[src/sv/assert_macros.svh]
// Assertion macros shared by the RTL of the body extractor.
// Depends on nothing; simulation builds get checks, SYNTH builds get nothing.
`ifndef ASSERT_MACROS_SVH
`define ASSERT_MACROS_SVH

`ifndef SYNTH
// Same-cycle implication, checked on every rising clock edge out of reset
`define ASSERT_IMPLY(label, clk, rst_n, a, b) \
	label: assert property (@(posedge clk) disable iff (!(rst_n)) (a) |-> (b)) \
		else $error("implication check failed");
// Next-cycle implication
`define ASSERT_NEXT(label, clk, rst_n, a, b) \
	label: assert property (@(posedge clk) disable iff (!(rst_n)) (a) |=> (b)) \
		else $error("next-cycle check failed");
`else
`define ASSERT_IMPLY(label, clk, rst_n, a, b)
`define ASSERT_NEXT(label, clk, rst_n, a, b)
`endif

`endif

[src/sv/hrbe_pkg.sv]
// Package for the HTTP response body extractor: payload structs, phase
// enum, header match text and hex digit decode. No dependencies.
package hrbe_pkg;

	localparam int CHUNK_SIZE_BITS = 32;
	localparam int ENC_LEN = 26;

	localparam logic [7:0] CHAR_CR    = 8'h0D;
	localparam logic [7:0] CHAR_LF    = 8'h0A;
	localparam logic [7:0] CHAR_SPACE = 8'h20;
	localparam logic [7:0] CHAR_T     = 8'h54;

	typedef logic [CHUNK_SIZE_BITS-1:0] cnt_t;
	localparam cnt_t CNT_ONE = cnt_t'(1);

	typedef enum logic [2:0] {
		PH_HEADER,
		PH_PLAIN,
		PH_SIZE,
		PH_SKIP,
		PH_DATA,
		PH_ENDED
	} phase_t;

	typedef struct packed {
		logic [7:0] rx_byte;
		logic       end_of_response;
	} in_item_t;

	typedef struct packed {
		logic [7:0] body_byte;
		logic       body_valid;
		logic       done_res;
		logic       was_chunked;
		logic       header_seen;
		logic       size_overflow;
	} out_item_t;

	// Per-byte step control shared by the matcher and the phase machine
	typedef struct packed {
		logic       fire;
		logic       last;
		logic [7:0] rx_byte;
	} step_t;

	// Header matcher status for the byte in flight
	typedef struct packed {
		logic term_hit;   // this byte completes CR LF CR LF
		logic chunked;    // chunked flag after this byte
	} hdr_stat_t;

	typedef struct packed {
		logic       ok;
		logic [3:0] val;
	} hex_t;

	// "Transfer-Encoding: chunked", one character per index
	function automatic logic [7:0] enc_char(input logic [4:0] idx);
		logic [7:0] ch;
		case (idx)
			5'd0:  ch = "T";
			5'd1:  ch = "r";
			5'd2:  ch = "a";
			5'd3:  ch = "n";
			5'd4:  ch = "s";
			5'd5:  ch = "f";
			5'd6:  ch = "e";
			5'd7:  ch = "r";
			5'd8:  ch = "-";
			5'd9:  ch = "E";
			5'd10: ch = "n";
			5'd11: ch = "c";
			5'd12: ch = "o";
			5'd13: ch = "d";
			5'd14: ch = "i";
			5'd15: ch = "n";
			5'd16: ch = "g";
			5'd17: ch = ":";
			5'd18: ch = " ";
			5'd19: ch = "c";
			5'd20: ch = "h";
			5'd21: ch = "u";
			5'd22: ch = "n";
			5'd23: ch = "k";
			5'd24: ch = "e";
			5'd25: ch = "d";
			default: ch = 8'h00;
		endcase
		return ch;
	endfunction

	// ASCII hex digit decode, either case
	function automatic hex_t hex_decode(input logic [7:0] c);
		hex_t h;
		h.ok  = 1'b1;
		h.val = 4'd0;
		if (c inside {[8'h30:8'h39]}) begin
			h.val = c[3:0];
		end else if (c inside {[8'h61:8'h66], [8'h41:8'h46]}) begin
			h.val = c[3:0] + 4'd9;
		end else begin
			h.ok = 1'b0;
		end
		return h;
	endfunction

endpackage

[src/sv/hrbe_hdr_match.sv]
// Header text matchers: CR LF CR LF terminator and the chunked encoding line.
// Depends on hrbe_pkg.
module hrbe_hdr_match (
	input  logic               clk,
	input  logic               arst_n,
	input  hrbe_pkg::step_t    step,
	input  logic               in_header,
	output hrbe_pkg::hdr_stat_t stat
);

	logic [4:0] enc_q, enc_d;
	logic [1:0] term_q, term_d;
	logic       chunked_q, chunked_d;
	logic [7:0] term_char;
	logic       term_hit;

	// Encoding text match, restarting on a fresh 'T'
	always_comb begin
		enc_d     = enc_q;
		chunked_d = chunked_q;
		if (step.rx_byte == hrbe_pkg::enc_char(enc_q)) begin
			if (enc_q == 5'(hrbe_pkg::ENC_LEN - 1)) begin
				enc_d     = 5'd0;
				chunked_d = 1'b1;
			end else begin
				enc_d = enc_q + 5'd1;
			end
		end else begin
			enc_d = (step.rx_byte == hrbe_pkg::CHAR_T) ? 5'd1 : 5'd0;
		end
	end

	// Terminator match: CR on even positions, LF on odd
	assign term_char = term_q[0] ? hrbe_pkg::CHAR_LF : hrbe_pkg::CHAR_CR;

	always_comb begin
		term_d   = term_q;
		term_hit = 1'b0;
		if (step.rx_byte == term_char) begin
			if (term_q == 2'd3) begin
				term_d   = 2'd0;
				term_hit = 1'b1;
			end else begin
				term_d = term_q + 2'd1;
			end
		end else begin
			term_d = (step.rx_byte == hrbe_pkg::CHAR_CR) ? 2'd1 : 2'd0;
		end
	end

	// Flag as seen after this byte; holds outside the header
	assign stat = '{term_hit: term_hit, chunked: (in_header ? chunked_d : chunked_q)};

	always_ff @(posedge clk or negedge arst_n) begin
		if (!arst_n) begin
			enc_q     <= 5'd0;
			term_q    <= 2'd0;
			chunked_q <= 1'b0;
		end else if (step.fire) begin
			if (step.last) begin
				enc_q     <= 5'd0;
				term_q    <= 2'd0;
				chunked_q <= 1'b0;
			end else if (in_header) begin
				enc_q     <= enc_d;
				term_q    <= term_d;
				chunked_q <= chunked_d;
			end
		end
	end

endmodule

[src/sv/hrbe_chunk_fsm.sv]
// Phase machine: plain body pass-through and chunk size / data / skip decode.
// Depends on hrbe_pkg; takes header status from hrbe_hdr_match.
module hrbe_chunk_fsm (
	input  logic                clk,
	input  logic                arst_n,
	input  hrbe_pkg::step_t     step,
	input  hrbe_pkg::hdr_stat_t hdr,
	output logic                in_header,
	output hrbe_pkg::out_item_t result,
	output logic                has_result
);

	hrbe_pkg::phase_t ph_q, ph_d;
	hrbe_pkg::cnt_t   rem_q, rem_d;
	logic [1:0]       skip_q, skip_d, skip_dec;
	logic             seen_q, seen_d;
	logic             ovf_q, ovf_d;
	hrbe_pkg::hex_t   hex;
	logic             pass;

	assign hex       = hrbe_pkg::hex_decode(step.rx_byte);
	assign skip_dec  = (skip_q != 2'd0) ? (skip_q - 2'd1) : 2'd0;
	assign in_header = (ph_q == hrbe_pkg::PH_HEADER);

	// Next state
	always_comb begin
		ph_d   = ph_q;
		rem_d  = rem_q;
		skip_d = skip_q;
		seen_d = seen_q;
		ovf_d  = ovf_q;
		case (ph_q)
			hrbe_pkg::PH_HEADER: begin
				if (hdr.term_hit) begin
					ph_d   = hdr.chunked ? hrbe_pkg::PH_SIZE : hrbe_pkg::PH_PLAIN;
					rem_d  = '0;
					seen_d = 1'b0;
				end
			end
			hrbe_pkg::PH_PLAIN: begin
			end
			hrbe_pkg::PH_SIZE: begin
				if (hex.ok) begin
					// a digit that would push bits off the top is an overflow
					if (rem_q[hrbe_pkg::CHUNK_SIZE_BITS-1 -: 4] != 4'd0) begin
						ovf_d = 1'b1;
						ph_d  = hrbe_pkg::PH_ENDED;
					end else begin
						rem_d  = {rem_q[hrbe_pkg::CHUNK_SIZE_BITS-5:0], hex.val};
						seen_d = 1'b1;
					end
				end else if (step.rx_byte == hrbe_pkg::CHAR_SPACE && !seen_q) begin
					// leading space skipped
				end else if (!seen_q || rem_q == '0) begin
					ph_d = hrbe_pkg::PH_ENDED;
				end else begin
					skip_d = 2'd1;
					ph_d   = hrbe_pkg::PH_SKIP;
				end
			end
			hrbe_pkg::PH_SKIP: begin
				skip_d = skip_dec;
				if (skip_dec == 2'd0) begin
					if (rem_q != '0) begin
						ph_d = hrbe_pkg::PH_DATA;
					end else begin
						ph_d   = hrbe_pkg::PH_SIZE;
						seen_d = 1'b0;
					end
				end
			end
			hrbe_pkg::PH_DATA: begin
				rem_d = rem_q - hrbe_pkg::CNT_ONE;
				if (rem_q == hrbe_pkg::CNT_ONE) begin
					skip_d = 2'd2;
					ph_d   = hrbe_pkg::PH_SKIP;
				end
			end
			default: begin
			end
		endcase
	end

	// Outputs for the byte in flight; flags show the state after it
	always_comb begin
		pass                 = (ph_q == hrbe_pkg::PH_PLAIN) || (ph_q == hrbe_pkg::PH_DATA);
		result.body_byte     = pass ? step.rx_byte : 8'h00;
		result.body_valid    = pass;
		result.done_res      = step.last;
		result.was_chunked   = hdr.chunked;
		result.header_seen   = (ph_d != hrbe_pkg::PH_HEADER);
		result.size_overflow = ovf_d;
		has_result           = step.fire && (pass || step.last);
	end

	always_ff @(posedge clk or negedge arst_n) begin
		if (!arst_n) begin
			ph_q   <= hrbe_pkg::PH_HEADER;
			rem_q  <= '0;
			skip_q <= 2'd0;
			seen_q <= 1'b0;
			ovf_q  <= 1'b0;
		end else if (step.fire) begin
			if (step.last) begin
				ph_q   <= hrbe_pkg::PH_HEADER;
				rem_q  <= '0;
				skip_q <= 2'd0;
				seen_q <= 1'b0;
				ovf_q  <= 1'b0;
			end else begin
				ph_q   <= ph_d;
				rem_q  <= rem_d;
				skip_q <= skip_d;
				seen_q <= seen_d;
				ovf_q  <= ovf_d;
			end
		end
	end

endmodule

[src/sv/http_response_body_extractor.sv]
// HTTP response body extractor, top level: input register, header matcher,
// phase machine and result register. Depends on hrbe_pkg, assert_macros.svh.
//
// Usage:
//   src channel: one response byte per transfer (rx_byte, end_of_response).
//   res channel: one result per transfer for each body byte that passes and
//   for the final byte of a response (done_res = 1), flags show the state
//   after that byte. Header bytes, chunk size lines and chunk trailers give
//   no result unless they are the final byte.
//   Path: a byte taken from src passes the input register, then the result
//   register, before its result is on res. Throughput: one byte per cycle
//   while the result register is free or being drained, set by the per-byte
//   state update of the phase machine.
//   Stall: when res_stall holds on a full result register, that register
//   keeps its value and src_stall rises once the input register is also
//   full, so two bytes are held without loss.
//   Reset: arst_n clears both registers' valid bits and all parse state;
//   the block then waits for the start of a header. The final byte of each
//   response also returns the parse state to its reset values.
`include "assert_macros.svh"

module http_response_body_extractor (
	input  logic                clk,
	input  logic                arst_n,
	input  logic                src_valid,
	output logic                src_stall,
	input  hrbe_pkg::in_item_t  src_data,
	output logic                res_valid,
	input  logic                res_stall,
	output hrbe_pkg::out_item_t res_data
);

	logic                valid_s1;
	hrbe_pkg::in_item_t  item_s1;
	logic                adv;
	hrbe_pkg::step_t     step;
	hrbe_pkg::hdr_stat_t hdr;
	logic                in_header;
	hrbe_pkg::out_item_t result;
	logic                has_result;
	logic                res_valid_q;
	hrbe_pkg::out_item_t res_q;

	// Stage 1 moves on whenever the result register is free or being drained
	assign adv       = !res_valid_q || !res_stall;
	assign src_stall = valid_s1 && !adv;

	// Input register
	always_ff @(posedge clk or negedge arst_n) begin
		if (!arst_n) begin
			valid_s1 <= 1'b0;
		end else if (!src_stall) begin
			valid_s1 <= src_valid;
		end
	end

	always_ff @(posedge clk) begin
		if (!src_stall && src_valid) begin
			item_s1 <= src_data;
		end
	end

	assign step.fire    = valid_s1 && adv;
	assign step.last    = item_s1.end_of_response;
	assign step.rx_byte = item_s1.rx_byte;

	hrbe_hdr_match u_hdr (
		.clk       (clk),
		.arst_n    (arst_n),
		.step      (step),
		.in_header (in_header),
		.stat      (hdr)
	);

	hrbe_chunk_fsm u_fsm (
		.clk        (clk),
		.arst_n     (arst_n),
		.step       (step),
		.hdr        (hdr),
		.in_header  (in_header),
		.result     (result),
		.has_result (has_result)
	);

	// Result register
	always_ff @(posedge clk or negedge arst_n) begin
		if (!arst_n) begin
			res_valid_q <= 1'b0;
		end else if (adv) begin
			res_valid_q <= has_result;
		end
	end

	always_ff @(posedge clk) begin
		if (adv && has_result) begin
			res_q <= result;
		end
	end

	assign res_valid = res_valid_q;
	assign res_data  = res_q;

	// Body bytes only come after the header terminator
	`ASSERT_IMPLY(a_body_after_hdr, clk, arst_n,
		res_valid && res_data.body_valid, res_data.header_seen)
	// A result that carries no byte is the end of a response
	`ASSERT_IMPLY(a_empty_is_last, clk, arst_n,
		res_valid && !res_data.body_valid, res_data.done_res)
	// Size overflow only arises in chunked decoding
	`ASSERT_IMPLY(a_ovf_chunked, clk, arst_n,
		res_valid && res_data.size_overflow, res_data.was_chunked && res_data.header_seen)
	// Input back-pressure only while the input register holds a byte
	`ASSERT_IMPLY(a_stall_full, clk, arst_n, src_stall, valid_s1 && res_valid_q)

endmodule
[config.mk]
export PLATFORM = sky130hd
export DESIGN_NAME = http_response_body_extractor
export DESIGN_NICKNAME = d
export VERILOG_FILES = /design/src/sv/hrbe_pkg.sv /design/src/sv/hrbe_hdr_match.sv /design/src/sv/hrbe_chunk_fsm.sv /design/src/sv/http_response_body_extractor.sv
export VERILOG_INCLUDE_DIRS = /design/src /design/src/sv
export SDC_FILE = /design/constraint.sdc
export NUM_CORES = 1
export LEC_CHECK = 0
export ABC_AREA = 1
export BUFFER_PORTS_ARGS = -buffer_cell sky130_fd_sc_hd__buf_2
export CAP_MARGIN = 20
export CELL_PAD_IN_SITES_DETAIL_PLACEMENT = 2
export CELL_PAD_IN_SITES_GLOBAL_PLACEMENT = 2
export CORE_ASPECT_RATIO = 1.25
export CORE_MARGIN = 10
export CORE_UTILIZATION = 36
export CTS_CLUSTER_DIAMETER = 60
export DETAILED_ROUTE_END_ITERATION = 6
export PLACE_DENSITY_LB_ADDON = 0.1
export SYNTH_ARGS = -nofsm -noshare
export SYNTH_HDL_FRONTEND = slang
export SYNTH_SLANG_ARGS = --single-unit
export TNS_END_PERCENT = 10
[constraint.sdc]
create_clock -name clk -period 2.4 [get_ports clk]
set_input_delay 0.72 -clock clk [delete_from_list [all_inputs] [get_ports clk]]
set_output_delay 0.72 -clock clk [all_outputs]
set_load 0.005 [all_outputs]
; After elaboration in Yosys (flattened, before gate mapping)
; Memory sizes are Yosys's and may differ from the RTL's.
; Index checks and enable logic that the tools add are counted.
[totals]
reg_bits = 71
latchBits = 0
ramBits = 0
mem_bits_ro = 224
input_bits = 13
out_inout_bits = 15
wordCells = 140
mem_count = 1
[mem_list]
columns = name, words, width, rd, rd_ports_with_merged_regs, write_ports, line_no
row1 = (no name shown), 32, 7, 1, 0, 0, hrbe_pkg.sv:60  ; case (idx)
[op_classes]
add_sub_neg = 5
multipliers = 0
div = 0
n_lt_le_gt_ge = 6
n_eq_ne = 21
shifts = 0
n_mux = 55
bitwise_logic = 0
n_reduce_logical = 34
[op_table]
columns = operator, n
row1 = two-way mux 32 bit, 4
row2 = one-hot mux 32 bit (3 select lines), 1
row3 = "== test 32 x 1 -> 1 bit, second input constant", 1
row4 = zero test 32 bit, 1
row5 = nonzero test 32 bit, 1
row6 = "subtractor 32 x 1 -> 32 bit, second input constant", 1
row7 = two-way mux 3 bit, 10
row8 = two-way mux 2 bit, 11
row9 = two-way mux 1 bit, 20
row10 = two-way mux 5 bit, 4
row11 = "inequality test 3 bit, second input constant", 6
row12 = == test 8 bit, 2
row13 = "greater-or-equal comparator 8 x 7 -> 1 bit, second input constant", 2
row14 = "<= comparator 8 x 7 -> 1 bit, second input constant", 2
row15 = nonzero test 4 bit, 4
row16 = one-hot mux 3 bit (4 select lines), 1
row17 = logical AND 1 bit, 9
row18 = "inequality test 3 x 2 -> 1 bit, second input constant", 3
row19 = "== test 8 x 4 -> 1 bit, second input constant", 1
row20 = "== test 8 x 6 -> 1 bit, second input constant", 1
row21 = "== test 8 x 7 -> 1 bit, second input constant", 1
row22 = "greater-or-equal comparator 8 x 6 -> 1 bit, second input constant", 1
row23 = "<= comparator 8 x 6 -> 1 bit, second input constant", 1
row24 = two-way mux 4 bit, 2
row25 = 21 further kinds, 31

; Logic depth before layout (Yosys ltp)
[depth]
depth_word = 9
depth_mapped = 18

; Hierarchy
; A second synthesis with hierarchy kept.
[hier_totals]
cells_unflattened = 759
area_unflattened_um2 = 5243.8
[modules_own_cells]
columns = mod, n_inst, cells_per_inst, area_per_inst_um2, seq_area_each_um2
row1 = hrbe_chunk_fsm, 1, 541, 3325.7, 975.9
row2 = hrbe_hdr_match, 1, 181, 1152.4, 200.2
row3 = http_response_body_extractor, 1, 37, 765.7, 710.7

; Least setup slack after synthesis
; Ideal clock, no wire load.
[synth_timing]
path_kind = input to register
start = in res_stall
end = reg u_fsm.rem_q[12]
setup_time_ns = 0.123
t_arrival_ns = 1.947
required_ns = 2.277
setup_slack_ns = 0.330
path_stages = 11
cell_sequence = nand2_1 > inv_2 > nor2_2 > inv_2 > a21oi_4 > inv_2 > nand2_1 > nand2_2 > nor2_8 > buf_2 > o21ai_2
[synth_via]
elab_chain_len = 4
[synth_rtl]
columns = item, line_no
row1 = "start, declared", http_response_body_extractor.sv:29  ; input logic res_stall,
row2 = zero test 1 bit, http_response_body_extractor.sv:45  ; assign adv = !res_valid_q || !res_stall;
row3 = logical OR 1 bit, http_response_body_extractor.sv:45
row4 = logical AND 1 bit, http_response_body_extractor.sv:63  ; assign step.fire = valid_s1 && adv;
row5 = AND reduction 5 bit (no line), -
row6 = "end signal, assigned", hrbe_chunk_fsm.sv:112  ; rem_q <= rem_d;
row7 = "end, declared", hrbe_chunk_fsm.sv:14  ; hrbe_pkg::cnt_t rem_q, rem_d;
; No other way between the ends.
; A chain may end at the register's enable or synchronous reset.

; Final worst setup path
[layout_timing]
start = reg item_s1[1] (netlist bit)
end = reg u_fsm.rem_q[2]
[layout_via]
elab_chain_len = 9
word_cells_on_any_way = 24
[layout_rtl]
columns = item, line_no
row1 = "start, declared", http_response_body_extractor.sv:34  ; hrbe_pkg::in_item_t item_s1;
row2 = "start signal, assigned", http_response_body_extractor.sv:59  ; item_s1 <= src_data;
row3 = greater-or-equal comparator 8 x 7 -> 1 bit / <= comparator 8 x 7 -> 1 bit (equally long branches), hrbe_pkg.sv:99  ; end else if (c inside {[8'h61:8'h66], [8'h41:8'h46]}) begin
row4 = logical AND 1 bit, hrbe_pkg.sv:99
row5 = nonzero test 2 bit, hrbe_pkg.sv:99
row6 = two-way mux 4 bit, hrbe_pkg.sv:99
row7 = two-way mux 4 bit, hrbe_pkg.sv:97  ; if (c inside {[8'h30:8'h39]}) begin
row8 = two-way mux 32 bit, hrbe_chunk_fsm.sv:45  ; if (rem_q[hrbe_pkg::CHUNK_SIZE_BITS-1 -: 4] != 4'd0) begin
row9 = two-way mux 32 bit, hrbe_chunk_fsm.sv:43  ; if (hex.ok) begin
row10 = one-hot mux 32 bit (3 select lines), hrbe_chunk_fsm.sv:32  ; case (ph_q)
row11 = two-way mux 32 bit, hrbe_chunk_fsm.sv:104  ; if (step.last) begin
; Several ways; a longest one is shown, not always the timed one. The select of a mux whose other input is x is not followed.

==> run metrics <==
status finished clean; Switching Fraction 27.14%; pre-CTS setup slack 56.23 ps; Placer Congestion 0.8359; dpl cells 909; Design Area, Final 5824 µm²; sequential area share after synthesis 38.14%; slowest stage cell on the critical path edfxtp_1; share of cells above drive strength 1 18.41%; Largest stage delay, worst path 470 ps; ranking of synthesized cells by area dfrtp_1, edfxtp_1, nand2_1, nand3_1, inv_1; critical-path cell list inv_2 -> ha_2 -> nor2_1 -> nand2_1 -> nand2_2 -> nand2_2 -> nand2_2 -> nand2_2 -> nor2_1 -> inv_2 -> nand2_2 -> nor2_8 -> nand2_4 -> buf_4 -> o22ai_2; worst clock skew 10.08 ps; CTS tree built; WHS 337.0 ps; commonest non-fill, non-tap cell in the layout nand2_1; number of flops mapped to enable cells by yosys 22; Worst EP required 2660 ps; DRC Markers 0; slew margin rel. 66.49%; Max Clk Rate 454.2 MHz; Post-Synthesis Cell Area 4947 µm²; num ports 28; total routed wirelength 17870 µm; fin crit share 91.73%; syn_nets 722; later-pin clock latency in the skew report 350 ps; post-synth cell types 41; Net Sw Power 814.6 µW; first-pass GRT wire length 30000 µm; Ys Warns 0; RSZ-0062 raised after global routing yes; chip width 124.9 µm; worst slew pin tran 502.6 ps; pwr dens 515.4 nW/µm²; initial core utilization 37.06%; drt wl/cell 19.30 µm; largest net degree at the start of global routing 23; routed vias/inst 5.424; flops & latches, synth 71; Worst-path clk slew 70 ps; setup TNS 0 ps; Critical Path Most Common Cell nand2_2; Clock Sinks 71; PnR worst setup slack 198.5 ps; CP Max Fanout 7; CP Capture Type register; DP Area 5472 µm²; # fillers 1605; crit path DAT 2460 ps; CP Class register to register; ys async rst share 69.01%; fin. max-slew vios 0; Synth area leader dfrtp_1; Internal 2.187 mW; Initial DRC Count 239; post-synth top area share 24.79%; drt first pass iters 4; crit path time final 2201 ps; die height 151.1 µm; Seq pwr share 43.5%; post-route insts no fill 926; grt total ovfl 0; hold-fix buffers at CTS 0; Post-DRT Antenna Nets 0; buffers plus inverters on the worst setup path 3; maximum vdd drop 0.0004594 V; Startpoint Class register; Comb pwr share 9.2%; Port Buffers 27; Post-Syn Area per Cell 7.139 µm²; Bufs on Longest Clock Path 2; commonest cells after routing, fill and taps aside nand2_1, inv_1, nor2_1; vias in the first global route 5774; area of the core 13350 µm²; Num CTS Buffers 9; Final Hold Viols 0; Crit path max-delay family simple AND/OR/NAND/NOR gates; Leak 2.868 nW; Layout Nets 779; ANT cells 0; HPWL after DPL 13490 µm; Core Util, Final 43.63%; Post-Syn Instances 693; H-tree Lvls 3; Seq. cell area 1888 µm²; Primary FF master, synth dfrtp_1; Final setup violation count 0; total of max-cap violations 0; DR vias 5023; GRT Total Usage 19.41%; Synth-to-Final Area Change 17.73%; area of the multi-input gates 2658 µm²; hold crit path type input port to asynchronous set/reset pin; row count 47; clk root buf clkbuf_16; initial antenna violation count 0; Clk pwr share 47.3%; total power 3.002 mW; die area 18860 µm²
[per-layer routing]
layer	part of all wire [%]	vias up	wire [µm]	global-route usage (%)
met5	0	-	0	0
met4	1.6	0	281	4.960
met3	2.2	22	385	3.217
met2	55	49	9841	38.62
met1	41	2539	7361	20.65
li1	-	2413	-	-
[path summary, 6_finish.rpt]
kind | end | start | depth (start not counted) | slack (ps)
min in group clk | u_hdr.term_q[1] | u_hdr.term_q[1] | 1 | 520
min | u_fsm.rem_q[2] | arst_n | 1 | 340
min reg2reg | u_hdr.term_q[1] | u_hdr.term_q[1] | 1 | 520
max | u_fsm.rem_q[2] | item_s1[1] | 15 | 200
max reg2reg | u_fsm.rem_q[2] | item_s1[1] | 15 | 200
max in group asynchronous | u_fsm.rem_q[25] | arst_n | 2 | 1420
[synth_stat cells, types with 7 or more instances]
cell	n
o21ai_2	16
nor3_1	7
nor2_2	7
a21oi_1	21
o22ai_1	21
buf_2	7
inv_2	12
o21ai_0	46
nor2_1	79
xor2_1	7
nand4_1	10
dfrtp_1	49
o211ai_1	7
nand3_1	66
clkbuf_1	8
ha_1	16
inv_1	79
edfxtp_1	22
nand2_1	176
[cell families (layout without fill, tap and decap cells)]
kind of cell / count (synthesis) / in the layout / share of synthesized area [%]
compound gates: 129 / 129 / 16.24
xor+xnor: 7 / 7 / 1.239
fa+ha+maj: 16 / 16 / 4.046
buf+inv: 110 / 172 / 8.877
flops: 71 / 71 / 38.14
simple gates: 360 / 360 / 31.46
[state kept, by name (all words and copies together) (netlist names), 2 cells and up]
name	count
item_s1	9
u_fsm.skip_q	2
u_hdr.term_q	2
u_fsm.ph_q	3
res_data	13
u_fsm.rem_q	32
u_hdr.enc_q	5
[final cells by class]
class	instances	share of cell area, %
clock inverters	7	1.332
flip-flops and latches	71	32.42
clock buffers	9	3.867
repair buffers	63	6.960
well taps	171	3.673
multi-input cells	512	45.63
inverters	93	6.122
[worst register-to-register path, stage by stage, from the launching register on]
cell      delay [ps]
edfxtp_1         470
inv_2            150
ha_2             230
nor2_1            60
nand2_1           90
nand2_2          120
nand2_2          130
nand2_2           70
nand2_2           70
nor2_1            50
inv_2             70
nand2_2           80
nor2_8           120
nand2_4           80
buf_4            190
o22ai_2          150
[power by group through the flow]
stage | Combinational, mW | Sequential [mW] | Clock, mW
2_1_floorplan | 0.144 | 1.33 | 0
3_5_place_dp | 0.275 | 1.33 | 0
5_1_grt | 0.308 | 1.31 | 1.50
3_3_place_gp | 0.264 | 1.33 | 0
6_report | 0.276 | 1.31 | 1.42
4_1_cts | 0.277 | 1.31 | 1.46
[what timing repair did]
item | 4_1_cts | 5_1_grt
setup buffers | 0 | 1
setup endpoints to repair | 0 | 38
resized for setup | 0 | 14
Power figures use the tool's default switching activity.
